File: config.mk
export PLATFORM = sky130hd
export DESIGN_NAME = sprite_rle_16bit_alpha_decoder
export DESIGN_NICKNAME = d
export VERILOG_FILES = /design/src/design/sprle_pkg.sv /design/src/design/sprite_rle_16bit_alpha_decoder.sv
export SDC_FILE = /design/constraint.sdc
export NUM_CORES = 1
export LEC_CHECK = 0
export BUFFER_PORTS_ARGS = -buffer_cell sky130_fd_sc_hd__buf_2
export CAP_MARGIN = 20
export CORE_MARGIN = 2
export CORE_UTILIZATION = 65
export DETAILED_ROUTE_END_ITERATION = 12
export PLACE_DENSITY = 0.86
export SLEW_MARGIN = 20
export SYNTH_ARGS = -nofsm -noshare
export SYNTH_HDL_FRONTEND = slang
export SYNTH_SLANG_ARGS = --single-unit
File: constraint.sdc
create_clock -name clk -period 11.59 [get_ports clk]
set_input_delay 2.318 -clock clk [delete_from_list [all_inputs] [get_ports clk]]
set_output_delay 2.318 -clock clk [all_outputs]
set_load 0.02 [all_outputs]
File: src/design/sprle_pkg.sv
// Package for the sprite run-length decoder: microcode ROM, control word types,
// stream codes and the two-bit restoring divider step.
// No dependencies.
package sprle_pkg;

    localparam int          StepW         = 4;
    localparam int          DivSteps      = 6;        // 12-bit dividend, two bits per step
    localparam logic [7:0]  CODE_RUN      = 8'h00;
    localparam logic [7:0]  CODE_ROW_SKIP = 8'h40;
    localparam logic [7:0]  ALPHA_SCALE   = 8'h11;
    localparam logic [10:0] ROW_MAX       = 11'h7FF;
    localparam logic [19:0] ADDR_MAX      = 20'hFFFFF;
    localparam logic [10:0] REG_RESET     = 11'd64;

    // register map (word index taken from paddr[2])
    localparam logic REG_WIDTH  = 1'b0;
    localparam logic REG_HEIGHT = 1'b1;

    // microprogram addresses
    localparam logic [StepW-1:0] S_FETCH    = 4'd0;
    localparam logic [StepW-1:0] S_DISPATCH = 4'd1;
    localparam logic [StepW-1:0] S_HEADER   = 4'd2;
    localparam logic [StepW-1:0] S_HDIV     = 4'd3;
    localparam logic [StepW-1:0] S_HWRAP    = 4'd4;
    localparam logic [StepW-1:0] S_PCHECK   = 4'd5;
    localparam logic [StepW-1:0] S_PDIV     = 4'd6;
    localparam logic [StepW-1:0] S_PWRAP    = 4'd7;
    localparam logic [StepW-1:0] S_MUL      = 4'd8;
    localparam logic [StepW-1:0] S_EMIT     = 4'd9;
    localparam logic [StepW-1:0] S_ADVANCE  = 4'd10;
    localparam logic [StepW-1:0] S_FINISH   = 4'd11;

    typedef enum logic [3:0] {
        U_NOP,
        U_FETCH,
        U_HEADER,
        U_DIV_LOAD,
        U_DIV_STEP,
        U_WRAP,
        U_MUL,
        U_EMIT,
        U_ADVANCE,
        U_FINISH
    } uop_t;

    typedef enum logic [2:0] {
        C_NEVER,
        C_ALWAYS,
        C_NO_INPUT,
        C_RUN_ACTIVE,
        C_NOT_COLSKIP,
        C_DIV_MORE,
        C_COL_IN_RANGE,
        C_OUT_BUSY
    } cond_t;

    typedef struct packed {
        uop_t             op;
        cond_t            cond;
        logic [StepW-1:0] target;
    } ucode_t;

    typedef struct packed {
        logic [10:0] rem;
        logic [11:0] quo;   // dividend shifts out at the top, quotient in at the bottom
    } div_state_t;

    function automatic ucode_t ucode_rom(logic [StepW-1:0] step);
        ucode_t w;
        case (step)
            S_FETCH:    w = '{U_FETCH,    C_NO_INPUT,     S_FETCH};
            S_DISPATCH: w = '{U_NOP,      C_RUN_ACTIVE,   S_PCHECK};
            S_HEADER:   w = '{U_HEADER,   C_NOT_COLSKIP,  S_FINISH};
            S_HDIV:     w = '{U_DIV_STEP, C_DIV_MORE,     S_HDIV};
            S_HWRAP:    w = '{U_WRAP,     C_ALWAYS,       S_FINISH};
            S_PCHECK:   w = '{U_DIV_LOAD, C_COL_IN_RANGE, S_MUL};
            S_PDIV:     w = '{U_DIV_STEP, C_DIV_MORE,     S_PDIV};
            S_PWRAP:    w = '{U_WRAP,     C_NEVER,        S_FETCH};
            S_MUL:      w = '{U_MUL,      C_NEVER,        S_FETCH};
            S_EMIT:     w = '{U_EMIT,     C_OUT_BUSY,     S_EMIT};
            S_ADVANCE:  w = '{U_ADVANCE,  C_NEVER,        S_FETCH};
            S_FINISH:   w = '{U_FINISH,   C_ALWAYS,       S_FETCH};
            default:    w = '{U_NOP,      C_ALWAYS,       S_FETCH};
        endcase
        return w;
    endfunction

    // two restoring division steps
    function automatic div_state_t div_step2(div_state_t s, logic [10:0] d);
        div_state_t r;
        logic [11:0] t;
        r = s;
        for (int i = 0; i < 2; i++)
        begin
            t = {r.rem, r.quo[11]};
            if (t >= {1'b0, d})
            begin
                r.rem = 11'(t - {1'b0, d});
                r.quo = {r.quo[10:0], 1'b1};
            end
            else
            begin
                r.rem = t[10:0];
                r.quo = {r.quo[10:0], 1'b0};
            end
        end
        return r;
    endfunction

    function automatic logic [10:0] row_sat(logic [12:0] v);
        return (v > {2'b00, ROW_MAX}) ? ROW_MAX : v[10:0];
    endfunction

endpackage

File: src/design/sprite_rle_16bit_alpha_decoder.sv
// Sprite run-length decoder, 16-bit pixel words with 4-bit alpha: top level.
// Holds the microcode sequencer, datapath, APB registers and output register.
// Depends on sprle_pkg.
//
// Usage: stream words enter on s_tdata (first stream byte in bits 7:0) with
// s_tlast on the final word of a sprite; every pixel word gives one output
// transaction carrying its linear address, palette index and alpha, with
// m_tuser flagging rows at or past the image height. Header words give no
// output. Width and height are written over APB (width at 0x0, height at 0x4);
// the user must write them only while the block is idle; the block itself does
// not enforce this. One word is in flight at a time. A column-skip header, and a
// pixel word whose column is not below the width, pass through the shared
// column-wrap divider, which retires two quotient bits per cycle over a 12-bit
// dividend. The output stage holds one result; a pixel word waits at its emit
// step while the previous result is still untaken.
module sprite_rle_16bit_alpha_decoder #(
    parameter int MAX_WIDTH  = 1024,
    parameter int MAX_HEIGHT = 1024
) (
    input  logic        clk,
    input  logic        rst_n,
    // stream in
    input  logic        s_tvalid,
    output logic        s_tready,
    input  logic [15:0] s_tdata,    // [15:0] data_word
    input  logic        s_tlast,    // last_word
    // stream out
    output logic        m_tvalid,
    input  logic        m_tready,
    output logic [39:0] m_tdata,    // [19:0] pixel_address, [27:20] color_index,
                                    // [35:28] alpha, [39:36] zero
    output logic        m_tuser,    // outside_image
    // APB
    input  logic        psel,
    input  logic        penable,
    input  logic        pwrite,
    input  logic [2:0]  paddr,
    input  logic [31:0] pwdata,
    output logic [31:0] prdata,
    output logic        pready
);
    import sprle_pkg::*;

    localparam logic [12:0] MaxW = 13'(MAX_WIDTH);
    localparam logic [12:0] MaxH = 13'(MAX_HEIGHT);

    // configuration
    logic [10:0] width_reg;
    logic [10:0] height_reg;
    logic [10:0] eff_w;
    logic [10:0] eff_h;

    // sequencer
    logic [StepW-1:0] step_reg, step_next;
    ucode_t           uc;
    logic             cond_true;

    // state
    logic [10:0] column_reg, column_next;
    logic [10:0] row_reg, row_next;
    logic [7:0]  pixels_left_reg, pixels_left_next;
    logic [2:0]  div_cnt_reg, div_cnt_next;

    // payload
    logic [15:0] word_reg;
    logic        last_reg;
    div_state_t  div_reg, div_next;
    logic [21:0] prod_reg;

    logic        out_valid_reg, out_valid_next;
    logic [19:0] addr_reg;
    logic [7:0]  color_reg;
    logic [7:0]  alpha_reg;
    logic        outside_reg;

    logic [7:0]  hdr_code;
    logic [7:0]  hdr_val;
    logic        out_busy;
    logic        emit_fire;
    logic [22:0] addr_sum;
    logic [11:0] col_inc;

    // ---------------------------------------------------------------- APB
    assign pready = 1'b1;
    assign prdata = (paddr[2] == REG_HEIGHT) ? {21'd0, height_reg} : {21'd0, width_reg};

    always_ff @(posedge clk or negedge rst_n)
    begin
        if (!rst_n)
        begin
            width_reg  <= REG_RESET;
            height_reg <= REG_RESET;
        end
        else if (psel && penable && pwrite && pready)
        begin
            if (paddr[2] == REG_WIDTH)
                width_reg <= pwdata[10:0];
            else
                height_reg <= pwdata[10:0];
        end
    end

    // zero width behaves as one; both clamp to their maxima
    always_comb
    begin
        if (width_reg == 11'd0)
            eff_w = 11'd1;
        else if ({2'b00, width_reg} > MaxW)
            eff_w = MaxW[10:0];
        else
            eff_w = width_reg;
        eff_h = ({2'b00, height_reg} > MaxH) ? MaxH[10:0] : height_reg;
    end

    // ---------------------------------------------------------- sequencer
    assign uc        = ucode_rom(step_reg);
    assign hdr_code  = word_reg[15:8];
    assign hdr_val   = word_reg[7:0];
    assign out_busy  = out_valid_reg && !m_tready;
    assign emit_fire = (uc.op == U_EMIT) && !out_busy;
    assign s_tready  = (uc.op == U_FETCH);

    always_comb
    begin
        case (uc.cond)
            C_NEVER:        cond_true = 1'b0;
            C_ALWAYS:       cond_true = 1'b1;
            C_NO_INPUT:     cond_true = !s_tvalid;
            C_RUN_ACTIVE:   cond_true = (pixels_left_reg != 8'd0);
            C_NOT_COLSKIP:  cond_true = (hdr_code == CODE_RUN) || (hdr_code == CODE_ROW_SKIP);
            C_DIV_MORE:     cond_true = (div_cnt_reg != 3'd1);
            C_COL_IN_RANGE: cond_true = (column_reg < eff_w);
            C_OUT_BUSY:     cond_true = out_busy;
            default:        cond_true = 1'b0;
        endcase
        step_next = cond_true ? uc.target : StepW'(step_reg + 1'b1);
    end

    always_ff @(posedge clk or negedge rst_n)
    begin
        if (!rst_n)
            step_reg <= S_FETCH;
        else
            step_reg <= step_next;
    end

    // ----------------------------------------------------------- datapath
    assign addr_sum = {1'b0, prod_reg} + {12'd0, column_reg};
    assign col_inc  = {1'b0, column_reg} + 12'd1;

    always_comb
    begin
        column_next      = column_reg;
        row_next         = row_reg;
        pixels_left_next = pixels_left_reg;
        div_cnt_next     = div_cnt_reg;
        div_next         = div_reg;
        out_valid_next   = out_valid_reg && !m_tready;
        case (uc.op)
            U_HEADER:
            begin
                if (hdr_code == CODE_RUN)
                    pixels_left_next = hdr_val;
                else if (hdr_code == CODE_ROW_SKIP)
                    row_next = row_sat({2'b00, row_reg} + {5'd0, hdr_val});
                else
                begin
                    // column skip: wrap column + count by the width
                    div_next.rem = 11'd0;
                    div_next.quo = {1'b0, column_reg} + {4'd0, hdr_val};
                    div_cnt_next = 3'(DivSteps);
                end
            end
            U_DIV_LOAD:
            begin
                div_next.rem = 11'd0;
                div_next.quo = {1'b0, column_reg};
                div_cnt_next = 3'(DivSteps);
            end
            U_DIV_STEP:
            begin
                div_next     = div_step2(div_reg, eff_w);
                div_cnt_next = div_cnt_reg - 3'd1;
            end
            U_WRAP:
            begin
                row_next    = row_sat({2'b00, row_reg} + {1'b0, div_reg.quo});
                column_next = div_reg.rem;
            end
            U_EMIT:
            begin
                if (emit_fire)
                    out_valid_next = 1'b1;
            end
            U_ADVANCE:
            begin
                // column is below the width here, so the wrap is at most one row
                if (col_inc >= {1'b0, eff_w})
                begin
                    column_next = 11'd0;
                    row_next    = row_sat({2'b00, row_reg} + 13'd1);
                end
                else
                    column_next = col_inc[10:0];
                pixels_left_next = pixels_left_reg - 8'd1;
            end
            U_FINISH:
            begin
                if (last_reg)
                begin
                    column_next      = 11'd0;
                    row_next         = 11'd0;
                    pixels_left_next = 8'd0;
                end
            end
            default:
            begin
            end
        endcase
    end

    always_ff @(posedge clk or negedge rst_n)
    begin
        if (!rst_n)
        begin
            column_reg      <= 11'd0;
            row_reg         <= 11'd0;
            pixels_left_reg <= 8'd0;
            div_cnt_reg     <= 3'd0;
            out_valid_reg   <= 1'b0;
        end
        else
        begin
            column_reg      <= column_next;
            row_reg         <= row_next;
            pixels_left_reg <= pixels_left_next;
            div_cnt_reg     <= div_cnt_next;
            out_valid_reg   <= out_valid_next;
        end
    end

    // payload registers, no reset
    always_ff @(posedge clk)
    begin
        div_reg <= div_next;
        if (s_tvalid && s_tready)
        begin
            word_reg <= s_tdata;
            last_reg <= s_tlast;
        end
        if (uc.op == U_MUL)
            prod_reg <= row_reg * eff_w;
        if (emit_fire)
        begin
            addr_reg    <= (addr_sum > {3'd0, ADDR_MAX}) ? ADDR_MAX : addr_sum[19:0];
            color_reg   <= word_reg[8:1];
            alpha_reg   <= 8'({4'd0, word_reg[12:9]} * ALPHA_SCALE);
            outside_reg <= ({2'b00, row_reg} >= {2'b00, eff_h});
        end
    end

    assign m_tvalid = out_valid_reg;
    assign m_tdata  = {4'd0, alpha_reg, color_reg, addr_reg};
    assign m_tuser  = outside_reg;

    // --------------------------------------------------------- assertions
    a_div_cnt_live: assert property (@(posedge clk) disable iff (!rst_n)
        (uc.op == U_DIV_STEP) |-> (div_cnt_reg != 3'd0))
        else $error("divider step with no steps left");

    a_valid_from_emit: assert property (@(posedge clk) disable iff (!rst_n)
        $rose(m_tvalid) |-> $past(uc.op == U_EMIT))
        else $error("result raised outside the emit step");

    a_accept_dispatch: assert property (@(posedge clk) disable iff (!rst_n)
        (s_tvalid && s_tready) |=> (step_reg == S_DISPATCH))
        else $error("accepted word not dispatched");

    a_emit_in_run: assert property (@(posedge clk) disable iff (!rst_n)
        (uc.op == U_EMIT) |-> (pixels_left_reg != 8'd0))
        else $error("pixel emitted with no run pending");

    a_no_overwrite: assert property (@(posedge clk) disable iff (!rst_n)
        (m_tvalid && !m_tready) |=> $stable(m_tdata) && $stable(m_tuser))
        else $error("pending result overwritten");

endmodule
==> run metrics <==
fraction of layout cells with a size suffix above 1 11.0%; TritonRoute pass-1 iters 6; Unique masters post-synth 74; global route total overflow 0; initial antenna violation count 0; FFs w/ async S/R, synth 38.7%; CP required 11.79 ns; delay of the slowest critical-path stage 0.77 ns; Mapped Cells 1567; placed cells 1881; Fillers 1601; fin crit share 61.7%; Setup Total Neg Slack 0 ns; first-pass GRT wire length 58200 um; Residual DRC 0; CP Data Arrival Time 7.35 ns; Yosys reg bits 155; CP Class reg2reg; Die Y 155 um; clk buf depth 2; post-route ant nets 0; largest net degree at the start of global routing 61; fin util 70.5%; IO buf count 85; final slew viol count 0; crit path max fanout 25; Max-cap violations 0; RSZ-0062 raised after global routing false; CTS sink count 155; GRT Util Overall 30.5%; post-DP HPWL 25900 um; R2R setup slack 4.44 ns; Crit-path slowest cell nor2b_1; Num CTS Buffers 17; ant diodes 0; Post-CTS Setup Inserts 0; CTS tree built; Place WS 4.29 ns; worst skew pair latency 0.45 ns; Main synth FF type edfxtp_1; H-tree level count 4; Initial Utilization 65.7%; min cycle time layout 7.15 ns; CP Buf/Inv Count 3; post-synthesis sequential area ratio 29.5%; final hold viol count 0; Post-CTS Hold Buffers 0; clock skew 0.0179 ns; Syn Area/Cell 9.43 um^2; root buffer cell clkbuf_16; Post-synth EDFFs 95; fmax 0.140 GHz; Post-Syn Area 14800 um^2; wire per inst 18.5 um; outcome completed; clock slew at reported path FFs 0.08 ns; total wire length 35400 um; vias in the first global route 12086; core region area 22500 um^2; die width 155 um; Rel. slew slack 24.7%; Critical Path Sink Type flip-flop; HP Class reg2reg; max reg flops 23; Final nets 1928; crit path cell chain nor2b_1, inv_1, ha_1, nor2b_1, o31a_1, o311a_1, o211a_1, o31a_1, nor3_2, buf_4, mux2i_1, fa_1, a21o_1, a211oi_1, nor2_1, o211a_1, o21a_1, o21a_1, a2111oi_4, buf_6, nor4_1, a31o_1; Crit path max-delay family compound AO/OA/AOI/OAI gates; Final Wtd Congestion 0.945; Site Rows 55; # resized after CTS 0; P&R area growth vs syn 7.36%; Final WS setup 4.44 ns; drt initial violations 1208; crit path launch type flip-flop; Vias 12025; Yosys Warn Count 0; I/O pins 135; Setup violations, final 0; drt via density 6.28; actual slew at the worst max-slew pin 1.13 ns; Non-Filler Instances 1915; DIE AREA 24000 um^2
## worst register-to-register path, delay by kind of cell (launching register included)
family | cells | cell delay [ns]
AO/OA/AOI/OAI | 11 | 3.10
adder cells (fa/ha/maj) | 2 | 0.90
buffers and inverters | 3 | 0.82
flip-flops | 1 | 0.68
multiplexers | 1 | 0.18
AND/OR/NAND/NOR | 5 | 1.24
## area by class of cell
type | count | area (um^2) | area share, %
sequential | 155 | 4360 | 27.5
multi-input combinational | 1182 | 9440 | 59.5
clock buffer | 17 | 425 | 2.68
timing repair buffer | 93 | 497 | 3.13
tap | 285 | 357 | 2.25
inverter | 168 | 631 | 3.98
clock inverter | 15 | 154 | 0.970
## cells in the mapped netlist (6+ instances only)
master    count  area, um^2
a211oi_1     12        90.1
a21o_1       20         150
a21oi_1      98         490
a22oi_1      16         120
a31oi_1      13        81.3
a32oi_1       7        61.3
and2_1       51         319
and3_1        9        56.3
buf_2         6        30.0
buf_4        31         233
clkbuf_1     44         165
dfrtp_1      58        1450
edfxtp_1     95        2850
fa_1         86        1720
ha_1        166        2080
inv_1       165         619
mux2_2       41         462
mux2i_1      19         190
nand2_1     136         510
nand2b_1     14        87.6
nand3_1      30         150
nand4_1       7        43.8
nor2_1       97         364
nor2b_1      29         181
nor3_1       27         135
nor4_1        6        37.5
o21a_1       17         128
o21ai_0      85         425
o21bai_1      7        52.6
o22ai_1       8        50.1
or3_1         9        56.3
xnor2_1      41         359
xor2_1       38         333
## cell usage in the layout (no fill, tap or decap), drive strengths merged, types with 4 or more instances in the layout
cell type and n:
a211oi 13, a21boi 4, a21o 20, a21oi 98
a22oi 16, a31oi 13, a32oi 7, and2 51
and3 9, buf 93, clkbuf 17, clkinv 7
conb 26, dfrtp 58, edfxtp 95, fa 86
ha 166, inv 175, mux2 41, mux2i 19
nand2 136, nand2b 14, nand3 30, nand4 7
nor2 97, nor2b 29, nor3 28, nor4 7
o21a 17, o21ai 90, o21bai 7, o22ai 8
o31a 5, o31ai 5, or2 4, or3 9
xnor2 41, xor2 38
## final timing paths
check | start | end | cells past startpoint
worst max-delay path | width_reg[10]$_DFFE_PN0P_ | div_reg[22]$_SDFFCE_PP0P_ | 22
min in group asynchronous | rst_n | width_reg[3]$_DFFE_PN0P_ | 2
max in group asynchronous | rst_n | column_reg[0]$_DFFE_PN0P_ | 2
worst min register to register | word_reg[10]$_DFFE_PP_ | alpha_reg[5]$_DFFE_PP_ | 0
worst max register to register | width_reg[10]$_DFFE_PN0P_ | div_reg[22]$_SDFFCE_PP0P_ | 22
worst min-delay path | word_reg[10]$_DFFE_PP_ | alpha_reg[5]$_DFFE_PP_ | 0
## cells by family (layout without fill, tap and decap cells)
| kind of cell | Yosys count | after routing | synth area share [%] |
|---|---|---|---|
| flip-flops | 155 | 155 | 29.5 |
| AO/OA/AOI/OAI | 335 | 335 | 14.3 |
| multiplexers | 60 | 60 | 4.41 |
| other | 2 | 26 | 0.0508 |
| buffers and inverters | 254 | 293 | 7.34 |
| AND/OR/NAND/NOR | 430 | 430 | 14.0 |
| XOR/XNOR | 79 | 79 | 4.68 |
| adder cells (fa/ha/maj) | 252 | 252 | 25.7 |
## stage by stage
step / instance area, um^2 / hold slack (ns)
finish: 15900 / 0.460
global route: 15900 / 0.469
CTS: 15800 / 0.462
detailed placement: 15300 / 0.443
global placement: 15300 / 0.433
floorplan: 14900 / 0.427
## per-layer routing
metal | routed length (um) | GRT usage (%) | share of wire [%]
met5 | 0 | 0 | 0
met4 | 1480 | 12.9 | 4.2
met3 | 3140 | 5.69 | 8.9
met1 | 13500 | 37.4 | 38
met2 | 17200 | 52.9 | 49
Power is not shown: default switching activity piles up to over one toggle a cycle in this logic, so the estimate is an artifact.
